File: config.mk
export PLATFORM = sky130hd
export DESIGN_NAME = pid_with_output_clamp_core
export DESIGN_NICKNAME = d
export VERILOG_FILES = /design/src/pwoc_pkg.sv /design/src/pid_with_output_clamp_core.sv /design/src/pwoc_regs.sv /design/src/pwoc_mul.sv /design/src/pwoc_div.sv
export SDC_FILE = /design/constraint.sdc
export NUM_CORES = 2
export LEC_CHECK = 0
export BUFFER_PORTS_ARGS = -buffer_cell sky130_fd_sc_hd__buf_2
export CELL_PAD_IN_SITES_DETAIL_PLACEMENT = 1
export CELL_PAD_IN_SITES_GLOBAL_PLACEMENT = 1
export CORE_MARGIN = 2
export CORE_UTILIZATION = 51
export DETAILED_ROUTE_END_ITERATION = 16
export GPL_ROUTABILITY_DRIVEN = 0
export HOLD_SLACK_MARGIN = 0.06
export PLACE_DENSITY_LB_ADDON = 0.1
export SLEW_MARGIN = 30
export SYNTH_ARGS = -nofsm -noshare
export SYNTH_HDL_FRONTEND = slang
export SYNTH_SLANG_ARGS = --single-unit
File: constraint.sdc
create_clock -name clk -period 11.55 [get_ports clk]
set_input_delay 1.7325 -clock clk [delete_from_list [all_inputs] [get_ports clk]]
set_output_delay 1.7325 -clock clk [all_outputs]
set_load 0.03 [all_outputs]
File: src/pwoc_pkg.sv
// pwoc_pkg: shared types and constants for the pid controller with output clamp
// payload structs, register indexes, gain/limit bundle; no dependencies
`timescale 1ns / 1ps

package pwoc_pkg;

  localparam int unsigned DataW  = 16;
  localparam int unsigned IndexW = 3;

  // register indexes on the configuration port
  localparam logic [IndexW-1:0] REG_PROP_GAIN  = 3'd0;
  localparam logic [IndexW-1:0] REG_INTEG_GAIN = 3'd1;
  localparam logic [IndexW-1:0] REG_DERIV_GAIN = 3'd2;
  localparam logic [IndexW-1:0] REG_OUT_UPPER  = 3'd3;
  localparam logic [IndexW-1:0] REG_OUT_LOWER  = 3'd4;

  localparam logic signed [DataW-1:0] OUT_UPPER_RST = 16'sh7FFF;
  localparam logic signed [DataW-1:0] OUT_LOWER_RST = 16'sh8000;

  typedef struct packed {
    logic signed [DataW-1:0] track_error;
    logic [DataW-1:0]        new_interval;
  } in_item_t;

  typedef struct packed {
    logic signed [DataW-1:0] drive_value;
    logic [DataW-1:0]        interval_used;
  } out_item_t;

  typedef struct packed {
    logic signed [DataW-1:0] prop_gain;
    logic signed [DataW-1:0] integ_gain;
    logic signed [DataW-1:0] deriv_gain;
    logic signed [DataW-1:0] out_upper;
    logic signed [DataW-1:0] out_lower;
  } gains_t;

endpackage

File: src/pid_with_output_clamp_core.sv
// pid_with_output_clamp_core: pid controller with saturating integrator and output clamp
// sequencer around one shared multiplier and a serial divider
// depends on pwoc_pkg, pwoc_regs, pwoc_mul, pwoc_div
//
//   channel | direction | handshake             | beat
//   in      | input     | in_valid / in_ready   | in_data  (track_error, new_interval)
//   out     | output    | out_valid / out_ready | out_data (drive_value, interval_used)
//   cfg     | input     | cfg_valid / cfg_ready | cfg_index, cfg_data
//
// the 32-step serial divider for the derivative term and four multiplier passes set the time
// from an input beat with a nonzero interval to its result; with the interval zero the divider
// and the derivative multiplier pass are skipped
// in_ready is high only when the sequencer is idle; cfg_ready is always high
// the result sits in an output register, so the next beat is taken while it waits
// reset (rst, synchronous) clears the state, the gains and sets the limits to full range
`timescale 1ns / 1ps

module pid_with_output_clamp_core (
  input  logic                        clk,
  input  logic                        rst,
  input  logic                        in_valid,
  output logic                        in_ready,
  input  pwoc_pkg::in_item_t          in_data,
  output logic                        out_valid,
  input  logic                        out_ready,
  output pwoc_pkg::out_item_t         out_data,
  input  logic                        cfg_valid,
  output logic                        cfg_ready,
  input  logic [pwoc_pkg::IndexW-1:0] cfg_index,
  input  logic [pwoc_pkg::DataW-1:0]  cfg_data
);
  import pwoc_pkg::*;

  typedef enum logic [8:0] {
    S_IDLE   = 9'b000000001,
    S_MUL_P  = 9'b000000010,
    S_MUL_I  = 9'b000000100,
    S_MUL_ID = 9'b000001000,
    S_INTEG  = 9'b000010000,
    S_DIV    = 9'b000100000,
    S_MUL_D  = 9'b001000000,
    S_ADD_D  = 9'b010000000,
    S_CLAMP  = 9'b100000000
  } state_t;

  state_t state;
  state_t state_next;

  gains_t gains;

  logic signed [15:0] err;
  logic signed [16:0] diff;
  logic signed [15:0] last_error;
  logic [15:0]        stored_interval;
  logic signed [31:0] integral_sum;
  logic signed [51:0] sum;

  logic signed [32:0] op_a;
  logic signed [16:0] op_b;
  logic signed [49:0] prod;

  logic               div_start;
  logic               div_done;
  logic [31:0]        div_quo;
  logic [16:0]        abs_diff;
  logic signed [32:0] q_mag;
  logic signed [32:0] q_signed;

  logic signed [33:0] inc;
  logic signed [35:0] acc;
  logic signed [31:0] acc_sat;

  logic signed [43:0] s_val;
  logic signed [43:0] lo_ext;
  logic signed [43:0] hi_ext;
  logic signed [15:0] drive;
  logic               out_free;

  pwoc_regs u_regs (
    .clk       (clk),
    .rst       (rst),
    .cfg_valid (cfg_valid),
    .cfg_ready (cfg_ready),
    .cfg_index (cfg_index),
    .cfg_data  (cfg_data),
    .gains     (gains)
  );

  pwoc_mul u_mul (
    .clk  (clk),
    .op_a (op_a),
    .op_b (op_b),
    .prod (prod)
  );

  assign abs_diff  = diff[16] ? 17'(-diff) : diff;
  assign div_start = (state == S_INTEG) && (stored_interval != '0);

  pwoc_div u_div (
    .clk      (clk),
    .rst      (rst),
    .start    (div_start),
    .dividend ({abs_diff[15:0], 16'h0000}),
    .divisor  (stored_interval),
    .done     (div_done),
    .quotient (div_quo)
  );

  // quotient truncates toward zero, so the sign goes back on the magnitude
  assign q_mag    = {1'b0, div_quo};
  assign q_signed = diff[16] ? -q_mag : q_mag;

  always_comb begin
    op_a = '0;
    op_b = '0;
    case (state)
      S_MUL_P: begin
        op_a = {{17{err[15]}}, err};
        op_b = {gains.prop_gain[15], gains.prop_gain};
      end
      S_MUL_I: begin
        op_a = {{17{err[15]}}, err};
        op_b = {gains.integ_gain[15], gains.integ_gain};
      end
      S_MUL_ID: begin
        op_a = {prod[31], prod[31:0]};
        op_b = {1'b0, stored_interval};
      end
      S_MUL_D: begin
        op_a = q_signed;
        op_b = {gains.deriv_gain[15], gains.deriv_gain};
      end
      default: ;
    endcase
  end

  // integrator increment is floor(ig*e*d / 2^16), then 32-bit saturation
  assign inc = prod[49:16];
  assign acc = {{4{integral_sum[31]}}, integral_sum} + {{2{inc[33]}}, inc};
  always_comb begin
    if (acc > 36'sh0_7FFF_FFFF) begin
      acc_sat = 32'sh7FFF_FFFF;
    end else if (acc < -36'sh0_8000_0000) begin
      acc_sat = 32'sh8000_0000;
    end else begin
      acc_sat = acc[31:0];
    end
  end

  // clamp: below lower wins, so crossed limits resolve as the lower bound first
  assign s_val  = sum[51:8];
  assign lo_ext = {{28{gains.out_lower[15]}}, gains.out_lower};
  assign hi_ext = {{28{gains.out_upper[15]}}, gains.out_upper};
  always_comb begin
    if (s_val < lo_ext) begin
      drive = gains.out_lower;
    end else if (s_val > hi_ext) begin
      drive = gains.out_upper;
    end else begin
      drive = s_val[15:0];
    end
  end

  assign out_free = !out_valid || out_ready;
  assign in_ready = (state == S_IDLE);

  always_comb begin
    state_next = state;
    unique case (state)
      S_IDLE:   if (in_valid) state_next = S_MUL_P;
      S_MUL_P:  state_next = S_MUL_I;
      S_MUL_I:  state_next = S_MUL_ID;
      S_MUL_ID: state_next = S_INTEG;
      S_INTEG:  state_next = (stored_interval != '0) ? S_DIV : S_CLAMP;
      S_DIV:    if (div_done) state_next = S_MUL_D;
      S_MUL_D:  state_next = S_ADD_D;
      S_ADD_D:  state_next = S_CLAMP;
      S_CLAMP:  if (out_free) state_next = S_IDLE;
      default:  state_next = S_IDLE;
    endcase
  end

  always_ff @(posedge clk) begin
    if (rst) begin
      state           <= S_IDLE;
      last_error      <= '0;
      stored_interval <= '0;
      integral_sum    <= '0;
      out_valid       <= 1'b0;
    end else begin
      state <= state_next;
      if (in_valid && in_ready) begin
        last_error <= in_data.track_error;
        if (in_data.new_interval != '0) begin
          stored_interval <= in_data.new_interval;
        end
      end
      if (state == S_INTEG) begin
        integral_sum <= acc_sat;
      end
      if (state == S_CLAMP && out_free) begin
        out_valid <= 1'b1;
      end else if (out_ready) begin
        out_valid <= 1'b0;
      end
    end
  end

  always_ff @(posedge clk) begin
    if (in_valid && in_ready) begin
      err  <= in_data.track_error;
      diff <= {in_data.track_error[15], in_data.track_error} - {last_error[15], last_error};
    end
    case (state)
      S_MUL_I: sum <= {{2{prod[49]}}, prod};
      S_INTEG: sum <= sum + {{20{acc_sat[31]}}, acc_sat};
      S_ADD_D: sum <= sum + {{2{prod[49]}}, prod};
      default: ;
    endcase
    if (state == S_CLAMP && out_free) begin
      out_data.drive_value   <= drive;
      out_data.interval_used <= stored_interval;
    end
  end

  a_div_done_in_div: assert property (@(posedge clk) disable iff (rst)
    div_done |-> (state == S_DIV))
    else $error("divider finished outside the divide step");

  a_zero_interval_skips_div: assert property (@(posedge clk) disable iff (rst)
    (state == S_INTEG && stored_interval == '0) |=> (state == S_CLAMP))
    else $error("zero interval did not skip the derivative term");

  a_accept_starts_seq: assert property (@(posedge clk) disable iff (rst)
    (in_valid && in_ready) |=> (state == S_MUL_P))
    else $error("accepted beat did not start the sequence");

  a_result_in_limits: assert property (@(posedge clk) disable iff (rst)
    $rose(out_valid) |-> (gains.out_lower > gains.out_upper)
      || (out_data.drive_value >= gains.out_lower && out_data.drive_value <= gains.out_upper))
    else $error("drive value outside the configured limits");

  a_interval_nonzero_div: assert property (@(posedge clk) disable iff (rst)
    (state == S_DIV) |-> (stored_interval != '0))
    else $error("divide step entered with zero interval");

endmodule

File: src/pwoc_regs.sv
// pwoc_regs: configuration register bank for gains and output limits
// depends on pwoc_pkg
`timescale 1ns / 1ps

module pwoc_regs (
  input  logic                          clk,
  input  logic                          rst,
  input  logic                          cfg_valid,
  output logic                          cfg_ready,
  input  logic [pwoc_pkg::IndexW-1:0]   cfg_index,
  input  logic [pwoc_pkg::DataW-1:0]    cfg_data,
  output pwoc_pkg::gains_t              gains
);
  import pwoc_pkg::*;

  assign cfg_ready = 1'b1;

  always_ff @(posedge clk) begin
    if (rst) begin
      gains.prop_gain  <= '0;
      gains.integ_gain <= '0;
      gains.deriv_gain <= '0;
      gains.out_upper  <= OUT_UPPER_RST;
      gains.out_lower  <= OUT_LOWER_RST;
    end else if (cfg_valid && cfg_ready) begin
      unique case (cfg_index)
        REG_PROP_GAIN:  gains.prop_gain  <= $signed(cfg_data);
        REG_INTEG_GAIN: gains.integ_gain <= $signed(cfg_data);
        REG_DERIV_GAIN: gains.deriv_gain <= $signed(cfg_data);
        REG_OUT_UPPER:  gains.out_upper  <= $signed(cfg_data);
        REG_OUT_LOWER:  gains.out_lower  <= $signed(cfg_data);
        default: ;
      endcase
    end
  end

endmodule

File: src/pwoc_mul.sv
// pwoc_mul: shared signed multiplier with registered product
// no package dependencies
`timescale 1ns / 1ps

module pwoc_mul (
  input  logic               clk,
  input  logic signed [32:0] op_a,
  input  logic signed [16:0] op_b,
  output logic signed [49:0] prod
);

  always_ff @(posedge clk) begin
    prod <= op_a * op_b;
  end

endmodule

File: src/pwoc_div.sv
// pwoc_div: restoring divider, one quotient bit per cycle, 32-bit by 16-bit unsigned
// no package dependencies
`timescale 1ns / 1ps

module pwoc_div (
  input  logic        clk,
  input  logic        rst,
  input  logic        start,
  input  logic [31:0] dividend,
  input  logic [15:0] divisor,
  output logic        done,
  output logic [31:0] quotient
);

  logic [15:0] dsr;
  logic [15:0] rem;
  logic [4:0]  cnt;
  logic        busy;
  logic [16:0] rem_sh;
  logic        fits;

  assign rem_sh   = {rem, quotient[31]};
  assign fits     = rem_sh >= {1'b0, dsr};

  always_ff @(posedge clk) begin
    if (rst) begin
      busy <= 1'b0;
      done <= 1'b0;
    end else begin
      done <= 1'b0;
      if (start) begin
        busy <= 1'b1;
      end else if (busy && cnt == '0) begin
        busy <= 1'b0;
        done <= 1'b1;
      end
    end
  end

  always_ff @(posedge clk) begin
    if (start) begin
      dsr      <= divisor;
      rem      <= '0;
      quotient <= dividend;
      cnt      <= 5'd31;
    end else if (busy) begin
      // remainder stays below the divisor, so 16 bits hold it
      rem      <= fits ? 16'(rem_sh - {1'b0, dsr}) : rem_sh[15:0];
      quotient <= {quotient[30:0], fits};
      cnt      <= cnt - 5'd1;
    end
  end

endmodule

==> parameters.txt <==
Parameter                              Value

Outcome
  Run status    finished clean

Setup path
  Number of buffer and inverter stages on the critical path    5
  Crit path top cell by count    fa_1
  Element type at the critical path start    flop
  Library cell contributing the largest single delay on the critical path    and2_1
  Maximum net fanout on the critical path    27
  Critical path's top delay family    simple AND/OR/NAND/NOR gates
  Critical path arrival    10500 ps
  Slack of the worst reg-to-reg path    1600 ps
  Slowest Stage Delay on Critical Path    750 ps
  Critical Path Sink Type    flop
  Required time worst endpoint    12100 ps
  Kind of critical path    flop to flop

Timing
  Sum of negative setup slack    0 ps
  Part of the cycle the worst path needs    86.15%
  Final Critical Period    9951 ps
  Max-slew violation count    0
  Slew at the pin with the worst max-slew slack    1043 ps
  F_max    100.5 MHz
  Final setup vio count    0
  Number of hold-slack violations in the final timing report    0
  Normalized max-slew margin    30.29%
  RSZ-0062 raised after global routing    no
  Worst-case clock skew    27.82 ps

Place
  Port Buf Inserts    89
  Detailed Place HPWL    113.9 mm
  Post-DP Area    0.04441 sq mm

Job
  Max-cap check violation count    0

Die
  Width of the die    293.2 microns
  Area of the core region    0.08316 sq mm
  Die extent in y    293.2 microns
  Starting density of the core    51.28%
  Die area    0.08594 sq mm
  FP Rows    106
  Io pins    91

Drt
  Count of unresolved DRC violations after routing    0
  Antenna-violating nets left    0
  Number of iterations in the first detailed-routing pass    5
  Post-detailed-routing wire length    144.0 mm
  Routed WL per cell    23.96 microns
  Ratio of routed vias to standard cells    5.911
  Initial detailed-routing violation count    2258
  Vias after detailed routing    35530

Yosys
  Share of synthesized area occupied by flip-flops and latches    21.90%
  Area share of the largest cell type after synthesis    25.35%
  Register bit total from synthesis    392
  Synthesized area divided by synthesized cell count    8.724 sq um
  Number of enable flip-flop cells after synthesis    149
  Number of synthesis warnings    0
  Top cells by instance count after synthesis    696 x inv_1, 592 x nand2_1, 571 x nor2_1
  Net count after synthesis    5808
  Synth async-reset ratio    0%
  Netlist Area Pre-Place    0.04264 sq mm
  Most frequent cell after synthesis    inv_1
  Count of cell types in the netlist    78
  Gate count of the mapped netlist    4888
  Most area-hungry cell type in the Yosys netlist    fa_1
  Synth area leaders    fa_1 25%, dfxtp_1 11%, edfxtp_1 10%, ha_1 9.5%, inv_1 6.1%
  Main flop type after synthesis    dfxtp_1

Cells and area
  Final non-filler cell area    0.04607 sq mm
  Share of post-route cells with drive strength above 1    6.206%
  Synthesis-to-layout area growth    8.040%
  Total inserted antenna cells    0
  # nets final    5812

Clocking
  Post-CTS setup-driven buffer insertion count    0
  Number of sinks driven by the clock tree    392
  Count of H-tree levels built during CTS    2
  CTS hold repair buffers    0
  Clock tree buffer depth    3
  TritonCTS clock tree    done
  Post-CTS resize count    0
  Clock insertion delay at the later pin of the skew report    630 ps
  Clock buffer count from CTS    47
  Clk slew on worst S/H paths    60 ps
  Cell at the root of the clock tree    clkbuf_16

Global routing
  Largest net degree at the start of global routing    93
  Via count of the first global-routing pass    37900
  Initial antenna violation count    3
  Global-route wire length before repair    223.8 mm
  GR Util All Layers    33.85%
  Remaining Overflow, GRT    0

Power
  Maximum VDD drop    0.1095 mV
  Leakage power    21.69 nW
  Power density relative to cell area    79.21 mW/mm^2

Hold path
  Worst hold path type    flop to flop
## cells by family after synthesis
kind of cell               after synthesis  synth area share, %
AOI/OAI and AO/OA                      933                13.90
muxes                                   75                1.784
xor gates and xnor gates               197                4.046
adders and majority gates              864                34.86
DFF                                    392                21.90
other                                    1             0.008794
and+or+nand+nor                       1527                15.53
buffers and inverters                  899                7.972
## metal layers
| layer | vias up | global-route usage (%) | share of wire (%) |
|---|---|---|---|
| met1 | 18230 | 44.37 | 43 |
| met4 | 4 | 13.58 | 4.4 |
| met2 | 958 | 56.73 | 48 |
| met5 | - | 0 | 0.020 |
| met3 | 280 | 4.569 | 5.4 |
| li1 | 16060 | - | - |
## final timing paths
path                                       to                        start  cells after the start
setup / recovery       u_mul.prod[45]$_DFF_P_        state[2]$_SDFFE_PP0P_                     32
hold / removal    last_error[11]$_SDFFE_PP0P_  last_error[11]$_SDFFE_PP0P_                      2
setup reg to reg       u_mul.prod[45]$_DFF_P_        state[2]$_SDFFE_PP0P_                     32
hold reg to reg   last_error[11]$_SDFFE_PP0P_  last_error[11]$_SDFFE_PP0P_                      2
## area by class of cell
type / instances / area, sq um
inverters: 696 / 2613
clock buffers: 63 / 1338
repair buffers: 158 / 993.5
multi-input cells: 3597 / 30130
fillers: 9787 / 37090
well taps: 1080 / 1351
flip-flops and latches: 392 / 9340
clock inverters: 25 / 307.8
## flip-flops by register name, summed over array words and instances (netlist names), 5 cells and up
| signal | cells |
|---|---|
| integral_sum | 32 |
| u_mul.prod | 50 |
| u_regs.gains | 80 |
| state | 9 |
| err | 16 |
| sum | 52 |
| u_div.dsr | 16 |
| stored_interval | 16 |
| u_div.cnt | 5 |
| last_error | 16 |
| u_div.rem | 16 |
| diff | 17 |
| out_data | 32 |
| u_div.quotient | 32 |
## per-stage QoR
stage | total power, mW | hold WS (ps) | util, % | instances | worst slack, ps
after floorplan | 1.883 | 431.9 | - | 4888 | 3225
after global placement | 2.054 | 437.8 | 53.34 | 5921 | 2004
after detailed placement | 2.074 | 445.0 | 53.40 | 5922 | 1801
after CTS | 3.670 | 453.4 | 55.38 | 6010 | 1714
after global routing | 3.769 | 467.9 | 55.40 | 6011 | 1087
final | 3.649 | 451.9 | 55.40 | 6011 | 1599
## cell usage in the layout (no fill, tap or decap), drive strengths merged, types with 12 or more instances in the layout
cell,count
nor2,571
a211oi,54
inv,699
clkinv,17
a22oi,12
fa,540
nor2b,31
and2,18
a21oi,316
nor4,15
nand4,42
o21ai,184
ha,324
xor2,82
a221o,13
xnor2,115
nand3b,23
o31ai,21
o21a,57
a221oi,22
or3,23
mux2i,67
edfxtp,149
nand2,592
a21o,109
o21bai,26
nor3,36
buf,158
and3,24
clkbuf,63
or2,22
nand3,64
nand2b,35
a31oi,22
dfxtp,243
## power by group
part,total (mW),internal [mW],switching [mW]
Combinational,0.499,0.168,0.331
Sequential,1.56,1.49,0.0612
Clock,1.59,0.915,0.679
## tightest hold or removal path: stages, from the launching register on
cell and delay (ps):
dfxtp_1 310, nand2_1 50, a21oi_1 50
Power figures use the tool's default switching activity.
